**src/hw/rtl/tae_pkg.sv**
```systemverilog
// ---------------------------------------------------------------------------
// tae_pkg
// Shared constants, codes and controller/datapath interface types for the
// timed ADSR envelope core.
// ---------------------------------------------------------------------------
package tae_pkg;

   localparam int LEN_BITS_DEFAULT  = 24;
   localparam int GAIN_FRAC_DEFAULT = 15;

   localparam int ELAPSED_W   = 32;
   localparam int GAIN_W      = 16;
   localparam int LEVEL_W     = 16;
   localparam int PHASE_W     = 3;
   localparam int CSR_INDEX_W = 3;
   localparam int RSP_DATA_W  = ((GAIN_W + PHASE_W + 7) / 8) * 8;

   localparam logic [CSR_INDEX_W-1:0] REG_ATTACK_LEN    = 3'd0;
   localparam logic [CSR_INDEX_W-1:0] REG_DECAY_LEN     = 3'd1;
   localparam logic [CSR_INDEX_W-1:0] REG_SUSTAIN_LEN   = 3'd2;
   localparam logic [CSR_INDEX_W-1:0] REG_RELEASE_LEN   = 3'd3;
   localparam logic [CSR_INDEX_W-1:0] REG_SUSTAIN_LEVEL = 3'd4;

   typedef enum logic [PHASE_W-1:0] {
      PH_ATTACK   = 3'd0,
      PH_DECAY    = 3'd1,
      PH_SUSTAIN  = 3'd2,
      PH_RELEASE  = 3'd3,
      PH_FINISHED = 3'd4
   } phase_type;

   typedef struct packed {
      logic accept;
      logic select;
      logic mul;
      logic div_load;
      logic div_step;
      logic out_load;
   } tae_cmd_type;

   typedef struct packed {
      logic div_done;
   } tae_stat_type;

endpackage

```
**src/hw/rtl/tae_regs.sv**
```systemverilog
// ---------------------------------------------------------------------------
// tae_regs
// Configuration register file: segment lengths and clamped sustain level.
// ---------------------------------------------------------------------------
module tae_regs #(
   parameter int LEN_BITS       = tae_pkg::LEN_BITS_DEFAULT,
   parameter int GAIN_FRAC_BITS = tae_pkg::GAIN_FRAC_DEFAULT
) (
   input  logic                                   clock,
   input  logic                                   reset,
   input  logic                                   csr_valid,
   output logic                                   csr_ready,
   input  logic [tae_pkg::CSR_INDEX_W-1:0]        csr_index,
   input  logic [(LEN_BITS > tae_pkg::LEVEL_W ? LEN_BITS : tae_pkg::LEVEL_W)-1:0] csr_data,
   output logic [LEN_BITS-1:0]                    attack_len,
   output logic [LEN_BITS-1:0]                    decay_len,
   output logic [LEN_BITS-1:0]                    sustain_len,
   output logic [LEN_BITS-1:0]                    release_len,
   output logic [GAIN_FRAC_BITS:0]                level
);
   import tae_pkg::*;

   localparam int LVL_W = (GAIN_FRAC_BITS + 1 > LEVEL_W) ? GAIN_FRAC_BITS + 1 : LEVEL_W;
   localparam logic [LVL_W-1:0] FULL_X = LVL_W'(1) << GAIN_FRAC_BITS;
   localparam logic [LVL_W-1:0] HALF_X = LVL_W'(1) << (GAIN_FRAC_BITS - 1);

   logic [LEN_BITS-1:0] attack_ff, decay_ff, sustain_ff, release_ff;
   logic [LVL_W-1:0]    level_ff;
   logic                wr;

   assign csr_ready = 1'b1;
   assign wr        = csr_valid && csr_ready;

   always_ff @(posedge clock) begin
      if (reset) begin
         attack_ff  <= '0;
         decay_ff   <= '0;
         sustain_ff <= '0;
         release_ff <= '0;
         level_ff   <= HALF_X;
      end else if (wr) begin
         unique case (csr_index)
            REG_ATTACK_LEN:    attack_ff  <= csr_data[LEN_BITS-1:0];
            REG_DECAY_LEN:     decay_ff   <= csr_data[LEN_BITS-1:0];
            REG_SUSTAIN_LEN:   sustain_ff <= csr_data[LEN_BITS-1:0];
            REG_RELEASE_LEN:   release_ff <= csr_data[LEN_BITS-1:0];
            REG_SUSTAIN_LEVEL: level_ff   <= LVL_W'(csr_data[LEVEL_W-1:0]);
            default: ;
         endcase
      end
   end

   assign attack_len  = attack_ff;
   assign decay_len   = decay_ff;
   assign sustain_len = sustain_ff;
   assign release_len = release_ff;
   assign level       = (level_ff > FULL_X) ? FULL_X[GAIN_FRAC_BITS:0]
                                            : level_ff[GAIN_FRAC_BITS:0];

endmodule

```
**src/hw/rtl/tae_ctrl.sv**
```systemverilog
// ---------------------------------------------------------------------------
// tae_ctrl
// Sequencer: accept, segment select, multiply, divide, result hand-off.
// ---------------------------------------------------------------------------
module tae_ctrl (
   input  logic                  clock,
   input  logic                  reset,
   input  logic                  req_tvalid,
   output logic                  req_tready,
   output logic                  rsp_tvalid,
   input  logic                  rsp_tready,
   output tae_pkg::tae_cmd_type  cmd,
   input  tae_pkg::tae_stat_type stat
);
   import tae_pkg::*;

   typedef enum logic [5:0] {
      ST_IDLE = 6'b000001,
      ST_SEL  = 6'b000010,
      ST_MUL  = 6'b000100,
      ST_LOAD = 6'b001000,
      ST_DIV  = 6'b010000,
      ST_FIN  = 6'b100000
   } state_type;

   state_type state_ff, state_in;
   logic      rsp_valid_ff, rsp_valid_in;
   logic      slot_free;

   assign req_tready = (state_ff == ST_IDLE);
   assign rsp_tvalid = rsp_valid_ff;
   assign slot_free  = !rsp_valid_ff || rsp_tready;

   always_comb begin
      state_in     = state_ff;
      cmd          = '0;
      rsp_valid_in = rsp_valid_ff && !rsp_tready;
      unique case (state_ff)
         ST_IDLE: begin
            if (req_tvalid) begin
               cmd.accept = 1'b1;
               state_in   = ST_SEL;
            end
         end
         ST_SEL: begin
            cmd.select = 1'b1;
            state_in   = ST_MUL;
         end
         ST_MUL: begin
            cmd.mul  = 1'b1;
            state_in = ST_LOAD;
         end
         ST_LOAD: begin
            cmd.div_load = 1'b1;
            state_in     = ST_DIV;
         end
         ST_DIV: begin
            cmd.div_step = 1'b1;
            if (stat.div_done) state_in = ST_FIN;
         end
         ST_FIN: begin
            if (slot_free) begin
               cmd.out_load = 1'b1;
               rsp_valid_in = 1'b1;
               state_in     = ST_IDLE;
            end
         end
         default: state_in = ST_IDLE;
      endcase
   end

   always_ff @(posedge clock) begin
      if (reset) begin
         state_ff     <= ST_IDLE;
         rsp_valid_ff <= 1'b0;
      end else begin
         state_ff     <= state_in;
         rsp_valid_ff <= rsp_valid_in;
      end
   end

   a_accept_to_sel: assert property (@(posedge clock) disable iff (reset)
      (req_tvalid && req_tready) |=> (state_ff == ST_SEL))
      else $error("accepted request did not start segment select");

   a_load_slot_free: assert property (@(posedge clock) disable iff (reset)
      cmd.out_load |-> (!rsp_valid_ff || rsp_tready))
      else $error("result loaded over a pending response");

   a_div_exit: assert property (@(posedge clock) disable iff (reset)
      (state_ff == ST_DIV && stat.div_done) |=> (state_ff == ST_FIN))
      else $error("divider finished but sequencer did not advance");

endmodule

```
**src/hw/rtl/tae_dpath.sv**
```systemverilog
// ---------------------------------------------------------------------------
// tae_dpath
// Elapsed counter, segment select, ramp multiply and restoring divider.
// ---------------------------------------------------------------------------
module tae_dpath #(
   parameter int LEN_BITS       = tae_pkg::LEN_BITS_DEFAULT,
   parameter int GAIN_FRAC_BITS = tae_pkg::GAIN_FRAC_DEFAULT
) (
   input  logic                          clock,
   input  logic                          reset,
   input  tae_pkg::tae_cmd_type          cmd,
   output tae_pkg::tae_stat_type         stat,
   input  logic                          req_kind,
   input  logic [LEN_BITS-1:0]           req_advance,
   input  logic [LEN_BITS-1:0]           attack_len,
   input  logic [LEN_BITS-1:0]           decay_len,
   input  logic [LEN_BITS-1:0]           sustain_len,
   input  logic [LEN_BITS-1:0]           release_len,
   input  logic [GAIN_FRAC_BITS:0]       level,
   output logic [tae_pkg::GAIN_W-1:0]    rsp_gain,
   output logic [tae_pkg::PHASE_W-1:0]   rsp_phase
);
   import tae_pkg::*;

   localparam int GW    = GAIN_FRAC_BITS + 1;
   localparam int END_W = LEN_BITS + 2;
   localparam int CMP_W = (END_W > ELAPSED_W) ? END_W : ELAPSED_W;
   localparam int NUM_W = GW + LEN_BITS;
   localparam int OUT_W = (GW > GAIN_W) ? GW : GAIN_W;
   localparam int CNT_W = $clog2(GW);
   localparam logic [GW-1:0]    FULL      = GW'(1) << GAIN_FRAC_BITS;
   localparam logic [CNT_W-1:0] LAST_STEP = CNT_W'(GAIN_FRAC_BITS);

   logic [ELAPSED_W-1:0] elapsed_ff, elapsed_in;
   logic [ELAPSED_W:0]   sum;
   logic [END_W-1:0]     end_a_ff, end_d_ff, end_s_ff, end_r_ff;

   logic [CMP_W-1:0]     t_x;
   phase_type            phase_ff, phase_in;
   logic [GW-1:0]        span_ff, span_in, base_ff, base_in;
   logic [LEN_BITS-1:0]  pos_ff, pos_in, len_ff, len_in;
   logic                 sub_ff, sub_in;

   logic [NUM_W-1:0]     num_ff;
   logic [LEN_BITS-1:0]  rem_ff;
   logic [GW-1:0]        qd_ff;
   logic [CNT_W-1:0]     cnt_ff;
   logic [LEN_BITS:0]    trial, diff;
   logic                 ge;

   logic [GW-1:0]        gain;
   logic [OUT_W-1:0]     gain_x;
   logic [GAIN_W-1:0]    rsp_gain_ff;
   logic [PHASE_W-1:0]   rsp_phase_ff;

   // clear on restart, else add the advance and saturate the elapsed count
   always_comb begin
      sum = {1'b0, elapsed_ff} + (ELAPSED_W + 1)'(req_advance);
      if (req_kind)     elapsed_in = '0;
      else if (sum[ELAPSED_W]) elapsed_in = '1;
      else              elapsed_in = sum[ELAPSED_W-1:0];
   end

   always_ff @(posedge clock) begin
      if (reset) begin
         elapsed_ff <= '0;
      end else if (cmd.accept) begin
         elapsed_ff <= elapsed_in;
      end
   end

   always_ff @(posedge clock) begin
      if (cmd.accept) begin
         end_a_ff <= END_W'(attack_len);
         end_d_ff <= END_W'(attack_len) + END_W'(decay_len);
         end_s_ff <= END_W'(attack_len) + END_W'(decay_len) + END_W'(sustain_len);
         end_r_ff <= END_W'(attack_len) + END_W'(decay_len) + END_W'(sustain_len)
                     + END_W'(release_len);
      end
   end

   always_comb begin
      t_x      = CMP_W'(elapsed_ff);
      phase_in = PH_FINISHED;
      span_in  = '0;
      pos_in   = '0;
      len_in   = LEN_BITS'(1);
      base_in  = '0;
      sub_in   = 1'b1;
      if (t_x < CMP_W'(end_a_ff)) begin
         phase_in = PH_ATTACK;
         span_in  = FULL;
         pos_in   = t_x[LEN_BITS-1:0];
         len_in   = attack_len;
         sub_in   = 1'b0;
      end else if (t_x < CMP_W'(end_d_ff)) begin
         phase_in = PH_DECAY;
         span_in  = FULL - level;
         pos_in   = LEN_BITS'(t_x - CMP_W'(end_a_ff));
         len_in   = decay_len;
         base_in  = FULL;
      end else if (t_x < CMP_W'(end_s_ff)) begin
         phase_in = PH_SUSTAIN;
         base_in  = level;
      end else if (t_x < CMP_W'(end_r_ff)) begin
         phase_in = PH_RELEASE;
         span_in  = level;
         pos_in   = LEN_BITS'(t_x - CMP_W'(end_s_ff));
         len_in   = release_len;
         base_in  = level;
      end
   end

   always_ff @(posedge clock) begin
      if (cmd.select) begin
         phase_ff <= phase_in;
         span_ff  <= span_in;
         pos_ff   <= pos_in;
         len_ff   <= len_in;
         base_ff  <= base_in;
         sub_ff   <= sub_in;
      end
      if (cmd.mul) begin
         num_ff <= NUM_W'(span_ff) * NUM_W'(pos_ff);
      end
   end

   // one quotient bit per cycle
   assign trial = {rem_ff, qd_ff[GW-1]};
   assign diff  = trial - {1'b0, len_ff};
   assign ge    = (trial >= {1'b0, len_ff});

   always_ff @(posedge clock) begin
      if (reset) begin
         cnt_ff <= '0;
      end else if (cmd.div_load) begin
         cnt_ff <= '0;
      end else if (cmd.div_step) begin
         cnt_ff <= cnt_ff + CNT_W'(1);
      end
   end

   always_ff @(posedge clock) begin
      if (cmd.div_load) begin
         rem_ff <= num_ff[NUM_W-1:GW];
         qd_ff  <= num_ff[GW-1:0];
      end else if (cmd.div_step) begin
         rem_ff <= ge ? diff[LEN_BITS-1:0] : trial[LEN_BITS-1:0];
         qd_ff  <= {qd_ff[GW-2:0], ge};
      end
   end

   assign stat.div_done = (cnt_ff == LAST_STEP);

   assign gain   = sub_ff ? (base_ff - qd_ff) : qd_ff;
   assign gain_x = OUT_W'(gain);

   always_ff @(posedge clock) begin
      if (cmd.out_load) begin
         rsp_gain_ff  <= gain_x[GAIN_W-1:0];
         rsp_phase_ff <= phase_ff;
      end
   end

   assign rsp_gain  = rsp_gain_ff;
   assign rsp_phase = rsp_phase_ff;

   a_pos_in_segment: assert property (@(posedge clock) disable iff (reset)
      cmd.select |=> (pos_ff < len_ff))
      else $error("segment position not below segment length");

   a_rem_bound: assert property (@(posedge clock) disable iff (reset)
      (cmd.div_load || cmd.div_step) |=> (rem_ff < len_ff))
      else $error("divider remainder out of range");

   a_elapsed_monotonic: assert property (@(posedge clock) disable iff (reset)
      (cmd.accept && !req_kind) |=> (elapsed_ff >= $past(elapsed_ff)))
      else $error("elapsed count wrapped");

endmodule

```
**src/hw/rtl/timed_adsr_envelope_core.sv**
```systemverilog
// ---------------------------------------------------------------------------
// timed_adsr_envelope_core
// Linear ADSR envelope over a saturating elapsed-sample count; one gain and
// phase per request.
//
//   channel  direction  handshake              payload
//   req      in         req_tvalid/req_tready  tuser kind, tdata advance
//   rsp      out        rsp_tvalid/rsp_tready  tdata gain, phase
//   csr      in         csr_valid/csr_ready    csr_index, csr_data
//
// A request passes through accept, segment select, multiply, divider load,
// the restoring divide, one quotient bit per cycle, and result hand-off;
// the next request is taken only after the result is handed off.
// Synchronous reset clears the elapsed count, lengths and state; the
// sustain level resets to half scale.
// A stalled response holds the finished result; the next request is taken
// while it waits.
// ---------------------------------------------------------------------------
module timed_adsr_envelope_core #(
   parameter int LEN_BITS       = tae_pkg::LEN_BITS_DEFAULT,
   parameter int GAIN_FRAC_BITS = tae_pkg::GAIN_FRAC_DEFAULT
) (
   input  logic                                 clock,
   input  logic                                 reset,
   input  logic                                 req_tvalid,
   output logic                                 req_tready,
   input  logic [((LEN_BITS + 7) / 8) * 8-1:0]  req_tdata,  // advance
   input  logic                                 req_tuser,  // kind
   output logic                                 rsp_tvalid,
   input  logic                                 rsp_tready,
   output logic [tae_pkg::RSP_DATA_W-1:0]       rsp_tdata,  // gain, phase
   input  logic                                 csr_valid,
   output logic                                 csr_ready,
   input  logic [tae_pkg::CSR_INDEX_W-1:0]      csr_index,
   input  logic [(LEN_BITS > tae_pkg::LEVEL_W ? LEN_BITS : tae_pkg::LEVEL_W)-1:0] csr_data
);
   import tae_pkg::*;

   localparam int PAD_W = RSP_DATA_W - GAIN_W - PHASE_W;

   tae_cmd_type               cmd;
   tae_stat_type              stat;
   logic [LEN_BITS-1:0]       attack_len, decay_len, sustain_len, release_len;
   logic [GAIN_FRAC_BITS:0]   level;
   logic [GAIN_W-1:0]         gain;
   logic [PHASE_W-1:0]        phase;

   tae_regs #(
      .LEN_BITS       (LEN_BITS),
      .GAIN_FRAC_BITS (GAIN_FRAC_BITS)
   ) u_regs (
      .clock       (clock),
      .reset       (reset),
      .csr_valid   (csr_valid),
      .csr_ready   (csr_ready),
      .csr_index   (csr_index),
      .csr_data    (csr_data),
      .attack_len  (attack_len),
      .decay_len   (decay_len),
      .sustain_len (sustain_len),
      .release_len (release_len),
      .level       (level)
   );

   tae_ctrl u_ctrl (
      .clock      (clock),
      .reset      (reset),
      .req_tvalid (req_tvalid),
      .req_tready (req_tready),
      .rsp_tvalid (rsp_tvalid),
      .rsp_tready (rsp_tready),
      .cmd        (cmd),
      .stat       (stat)
   );

   tae_dpath #(
      .LEN_BITS       (LEN_BITS),
      .GAIN_FRAC_BITS (GAIN_FRAC_BITS)
   ) u_dpath (
      .clock       (clock),
      .reset       (reset),
      .cmd         (cmd),
      .stat        (stat),
      .req_kind    (req_tuser),
      .req_advance (req_tdata[LEN_BITS-1:0]),
      .attack_len  (attack_len),
      .decay_len   (decay_len),
      .sustain_len (sustain_len),
      .release_len (release_len),
      .level       (level),
      .rsp_gain    (gain),
      .rsp_phase   (phase)
   );

   assign rsp_tdata = {{PAD_W{1'b0}}, phase, gain};

endmodule

```
**config.mk**
```make
export PLATFORM = sky130hd
export DESIGN_NAME = timed_adsr_envelope_core
export DESIGN_NICKNAME = d
export VERILOG_FILES = /design/src/hw/rtl/tae_pkg.sv /design/src/hw/rtl/tae_regs.sv /design/src/hw/rtl/tae_ctrl.sv /design/src/hw/rtl/tae_dpath.sv /design/src/hw/rtl/timed_adsr_envelope_core.sv
export SDC_FILE = /design/constraint.sdc
export NUM_CORES = 2
export LEC_CHECK = 0
export ABC_CLOCK_PERIOD_IN_PS = 12430
export BUFFER_PORTS_ARGS = -buffer_cell sky130_fd_sc_hd__clkbuf_2
export CORE_ASPECT_RATIO = 0.7
export CORE_MARGIN = 2
export CORE_UTILIZATION = 60
export CTS_BUF_LIST = sky130_fd_sc_hd__clkbuf_2 sky130_fd_sc_hd__clkbuf_4 sky130_fd_sc_hd__clkbuf_8
export CTS_CLUSTER_DIAMETER = 150
export DETAILED_ROUTE_END_ITERATION = 10
export PLACE_DENSITY = 0.79
export SYNTH_ARGS = -nofsm -noshare
export SYNTH_HDL_FRONTEND = slang
export SYNTH_SLANG_ARGS = --single-unit
export TNS_END_PERCENT = 100
```
**constraint.sdc**
```tcl
create_clock -name clock -period 12.43 [get_ports clock]
set_clock_uncertainty 0.2 [all_clocks]
set_input_delay 0 -clock clock [delete_from_list [all_inputs] [get_ports clock]]
set_output_delay 0 -clock clock [all_outputs]
set_load 0.1 [all_outputs]
```
==> results by group <==
Detailed routing
  • Vias per inst: 6.06
  • Number of DRC markers in iteration 0: 3,826
  • Total number of vias: 32,100
  • Post-route antenna net violation count: 0
  • Detailed Route WL: 114,000 um
  • DRC violations left: 0
  • Number of iterations in the first detailed-routing pass: 6
  • DR WL/cell: 21.6 um

Setup path
  • CP Capture Type: register
  • Startpoint Class: register
  • Crit Path Max Fanout: 24
  • FF-to-FF setup slack: 4.82 ns
  • Critical R2R Launch: u_dpath.span_ff[5]
  • Setup crit end: u_dpath.num_ff[39]
  • Critical R2R Capture: u_dpath.num_ff[39]
  • Length in cells of the worst reg-to-reg path: 23
  • Startpoint of the most critical setup path: u_dpath.span_ff[5]
  • Data arrival at the endpoint of the critical path: 7.86 ns
  • Classification of the worst setup path: register to register
  • Required time at the endpoint of the critical path: 12.68 ns

Power
  • Static power due to leakage: 19.7 nW
  • Internal power: 2.83 mW
  • Fraction of power spent switching nets: 34.4%
  • Clock share of power: 32.0%
  • Share of power burned in combinational logic: 28.8%
  • Areal power density over the cells: 102 mW/mm2
  • Sequential group share of total power: 39.3%
  • Largest voltage drop on the vdd net: 0.0000683 V
  • Net switching power: 1.49 mW

Placement
  • Worst setup slack after placement: 4.95 ns
  • RePlAce Congestion: 1.01
  • Port buffer count: 77
  • DP HPWL: 85,000 um

Clock tree
  • Resized cells post-CTS: 0
  • Root Driver: clkbuf_8
  • Insertion delay to the later sink of the worst-skew pair: 0.70 ns
  • Clock tree from TritonCTS: done
  • Reg clk slew, reported paths: 0.06 ns
  • Clock sink total: 439
  • Number of buffers added for setup after CTS: 0
  • Maximum root-to-sink buffer count: 3
  • TritonCTS Buffers: 73
  • Level count of the clock H-tree: 3
  • Total of hold buffers inserted after clock tree synthesis: 107

Cells and area
  • Fillers: 4,975
  • Area added between synthesis and finish: 9.34%
  • Net count reported at finish: 5,121
  • Fraction of final layout cells sized beyond drive strength 1: 6.10%

STA
  • Final Hold Vio Count: 0
  • Highest Clock Rate: 131 MHz
  • Final Max Tran Viols: 0
  • Sum of negative setup slack: 0 ns
  • Setup repair after global routing missed its margin: no
  • Final Setup Violations: 0
  • Final-layout worst hold slack: 0.0838 ns
  • Tightest Pin Transition: 1.34 ns
  • Share of the cycle needed by the critical path after routing: 61.2%
  • Headroom to the max-slew limit: 10.4%
  • Minimum period implied by the final worst setup slack: 7.61 ns
  • Fin worst setup slack: 4.82 ns

Job
  • Maxcap violations: 0

Floorplanning
  • Initial cell density of the core: 61.0%
  • Row cnt: 77
  • Ports: 84
  • Chip Width: 307 um
  • Die area: 0.0665 mm2
  • Standard cell core area: 0.0634 mm2
  • Vertical extent of the die: 216 um

Synthesis
  • Fraction of synthesis flops using an asynchronous set or reset pin: 0%
  • Count of yosys warnings during synthesis: 0
  • Post-synthesis register bit count: 439
  • Post-synth EDFFs: 284
  • Dominant register cell in the synthesized netlist: edfxtp_1
  • Seq/Total Area, Yosys: 30.1%
  • Post-synthesis instance area: 0.0387 mm2
  • Number of distinct library cells after synthesis: 84
  • Mean instance size in the synthesized netlist: 9.04 um2
  • Mapped Cells: 4,276

Global routing
  • First-pass GRT wire length: 178,000 um
  • Pin count of the biggest net entering global routing: 79
  • Vias in the first global route: 31,300
  • Antenna violations before repair: 4
  • Total congestion overflow: 0
  • Global router's overall resource usage: 34.7%

Run status
  • Outcome: complete, no violations

Min path
  • Worst hold path type: primary input to register
[synth_stat cells, types with 58 or more instances]
master	n	area [um2]
nor2_1	200	751
dfxtp_1	155	3100
and2_1	174	1090
xor2_1	58	508
o21ai_0	165	826
clkbuf_1	140	526
ha_1	348	4350
a21o_1	123	923
nand2_1	649	2440
xnor2_1	132	1160
a21oi_1	376	1880
fa_1	314	6290
edfxtp_1	284	8530
inv_1	550	2060
[sequential cells by signal, summed over array words and instances (netlist names), 16 cells and up]
| register | cells |
|---|---|
| u_regs.decay_len | 24 |
| u_dpath.span_ff | 16 |
| u_regs.sustain_len | 24 |
| u_dpath.elapsed_ff | 32 |
| u_regs.level_ff | 16 |
| u_dpath.pos_ff | 24 |
| u_dpath.qd_ff | 16 |
| u_dpath.end_a_ff | 24 |
| u_dpath.end_d_ff | 25 |
| u_regs.attack_len | 24 |
| u_regs.release_len | 24 |
| u_dpath.end_r_ff | 26 |
| u_dpath.rem_ff | 24 |
| u_dpath.rsp_gain | 16 |
| u_dpath.end_s_ff | 26 |
| u_dpath.base_ff | 16 |
| u_dpath.num_ff | 40 |
| u_dpath.len_ff | 24 |
[through the flow]
step	power [mW]	instances	util [%]	cell area [um2]
3_3_place_gp	2.86	5049	62.6	39700
3_5_place_dp	2.89	5049	62.6	39700
2_1_floorplan	2.53	4280	-	38700
4_1_cts	4.28	5291	66.7	42300
5_1_grt	4.50	5291	66.7	42300
6_report	4.32	5292	66.7	42300
[cell usage in the layout, fill, tap and decap left out, drive strengths merged, types with 29 or more instances in the layout]
master	n
a21o	124
a21oi	376
a22oi	29
and2	174
and3	52
clkbuf	180
dfxtp	155
dlygate4sd3	107
edfxtp	284
fa	314
ha	348
inv	556
nand2	649
nand2b	29
nand3	49
nor2	200
nor2b	33
nor3	54
o21ai	172
xnor2	132
xor2	59
[cell families (layout without fill, tap and decap cells)]
logic type,count (synthesis),after routing,synth area share [%]
compound gates,914,914,14.6
buf+inv,716,898,7.06
flops,439,439,30.1
fa+ha+maj,662,662,27.5
xor+xnor,191,191,4.35
mux,16,16,0.417
other cells,2,7,0.0194
simple gates,1336,1336,16.0
[power by group through the flow]
stage                     registers, mW  clock network (mW)  logic [mW]
after floorplan                    1.69                   0       0.842
after global placement             1.72                   0        1.14
after detailed placement           1.72                   0        1.17
after CTS                          1.69                1.38        1.21
after global routing               1.70                1.44        1.36
final                              1.70                1.38        1.24
[how the worst min path moves through the flow]
stage	cells past startpoint	slack (ns)	to	from
floorplan	2	-0.08	u_regs.level_ff[14]	csr_data[14]
global placement	3	0.06	u_regs.attack_len[18]	csr_data[18]
detailed placement	3	0.07	u_regs.decay_len[16]	csr_data[16]
global route	4	0.05	u_regs.level_ff[3]	csr_data[3]
CTS	4	0.002	u_regs.release_len[3]	csr_data[3]
finish	4	0.08	u_regs.release_len[3]	csr_data[3]
[cell type report]
class,instances,area (um2),area share (%)
sequential,439,11600,27.5
tap,829,1040,2.45
inverter,553,2080,4.92
timing repair buffer,210,1650,3.91
multi-input combinational,3125,24300,57.6
clock buffer,104,1290,3.05
clock inverter,31,233,0.551
antenna,1,2.50,0.00592
[critical path, cell delays in order, from the launching register on]
cell,delay (ns)
edfxtp_1,1.07
nand2_1,0.18
fa_1,0.55
inv_1,0.05
fa_1,0.53
inv_1,0.05
fa_1,0.50
inv_1,0.05
fa_1,0.48
fa_1,0.55
inv_1,0.06
fa_1,0.53
inv_1,0.04
ha_1,0.40
and3_1,0.24
nand3_1,0.09
o211ai_1,0.31
a31oi_1,0.20
o21ai_0,0.32
a41oi_1,0.20
a21oi_1,0.23
a21oi_1,0.15
o21ai_0,0.22
xnor2_1,0.10
[per-layer routing]
layer,track usage (%),wire (um)
met5,1.82,185
met4,9.30,2720
met1,51.0,49200
met2,47.9,45700
met3,12.8,16600
No activity file was read; power rests on OpenSTA's default activity.
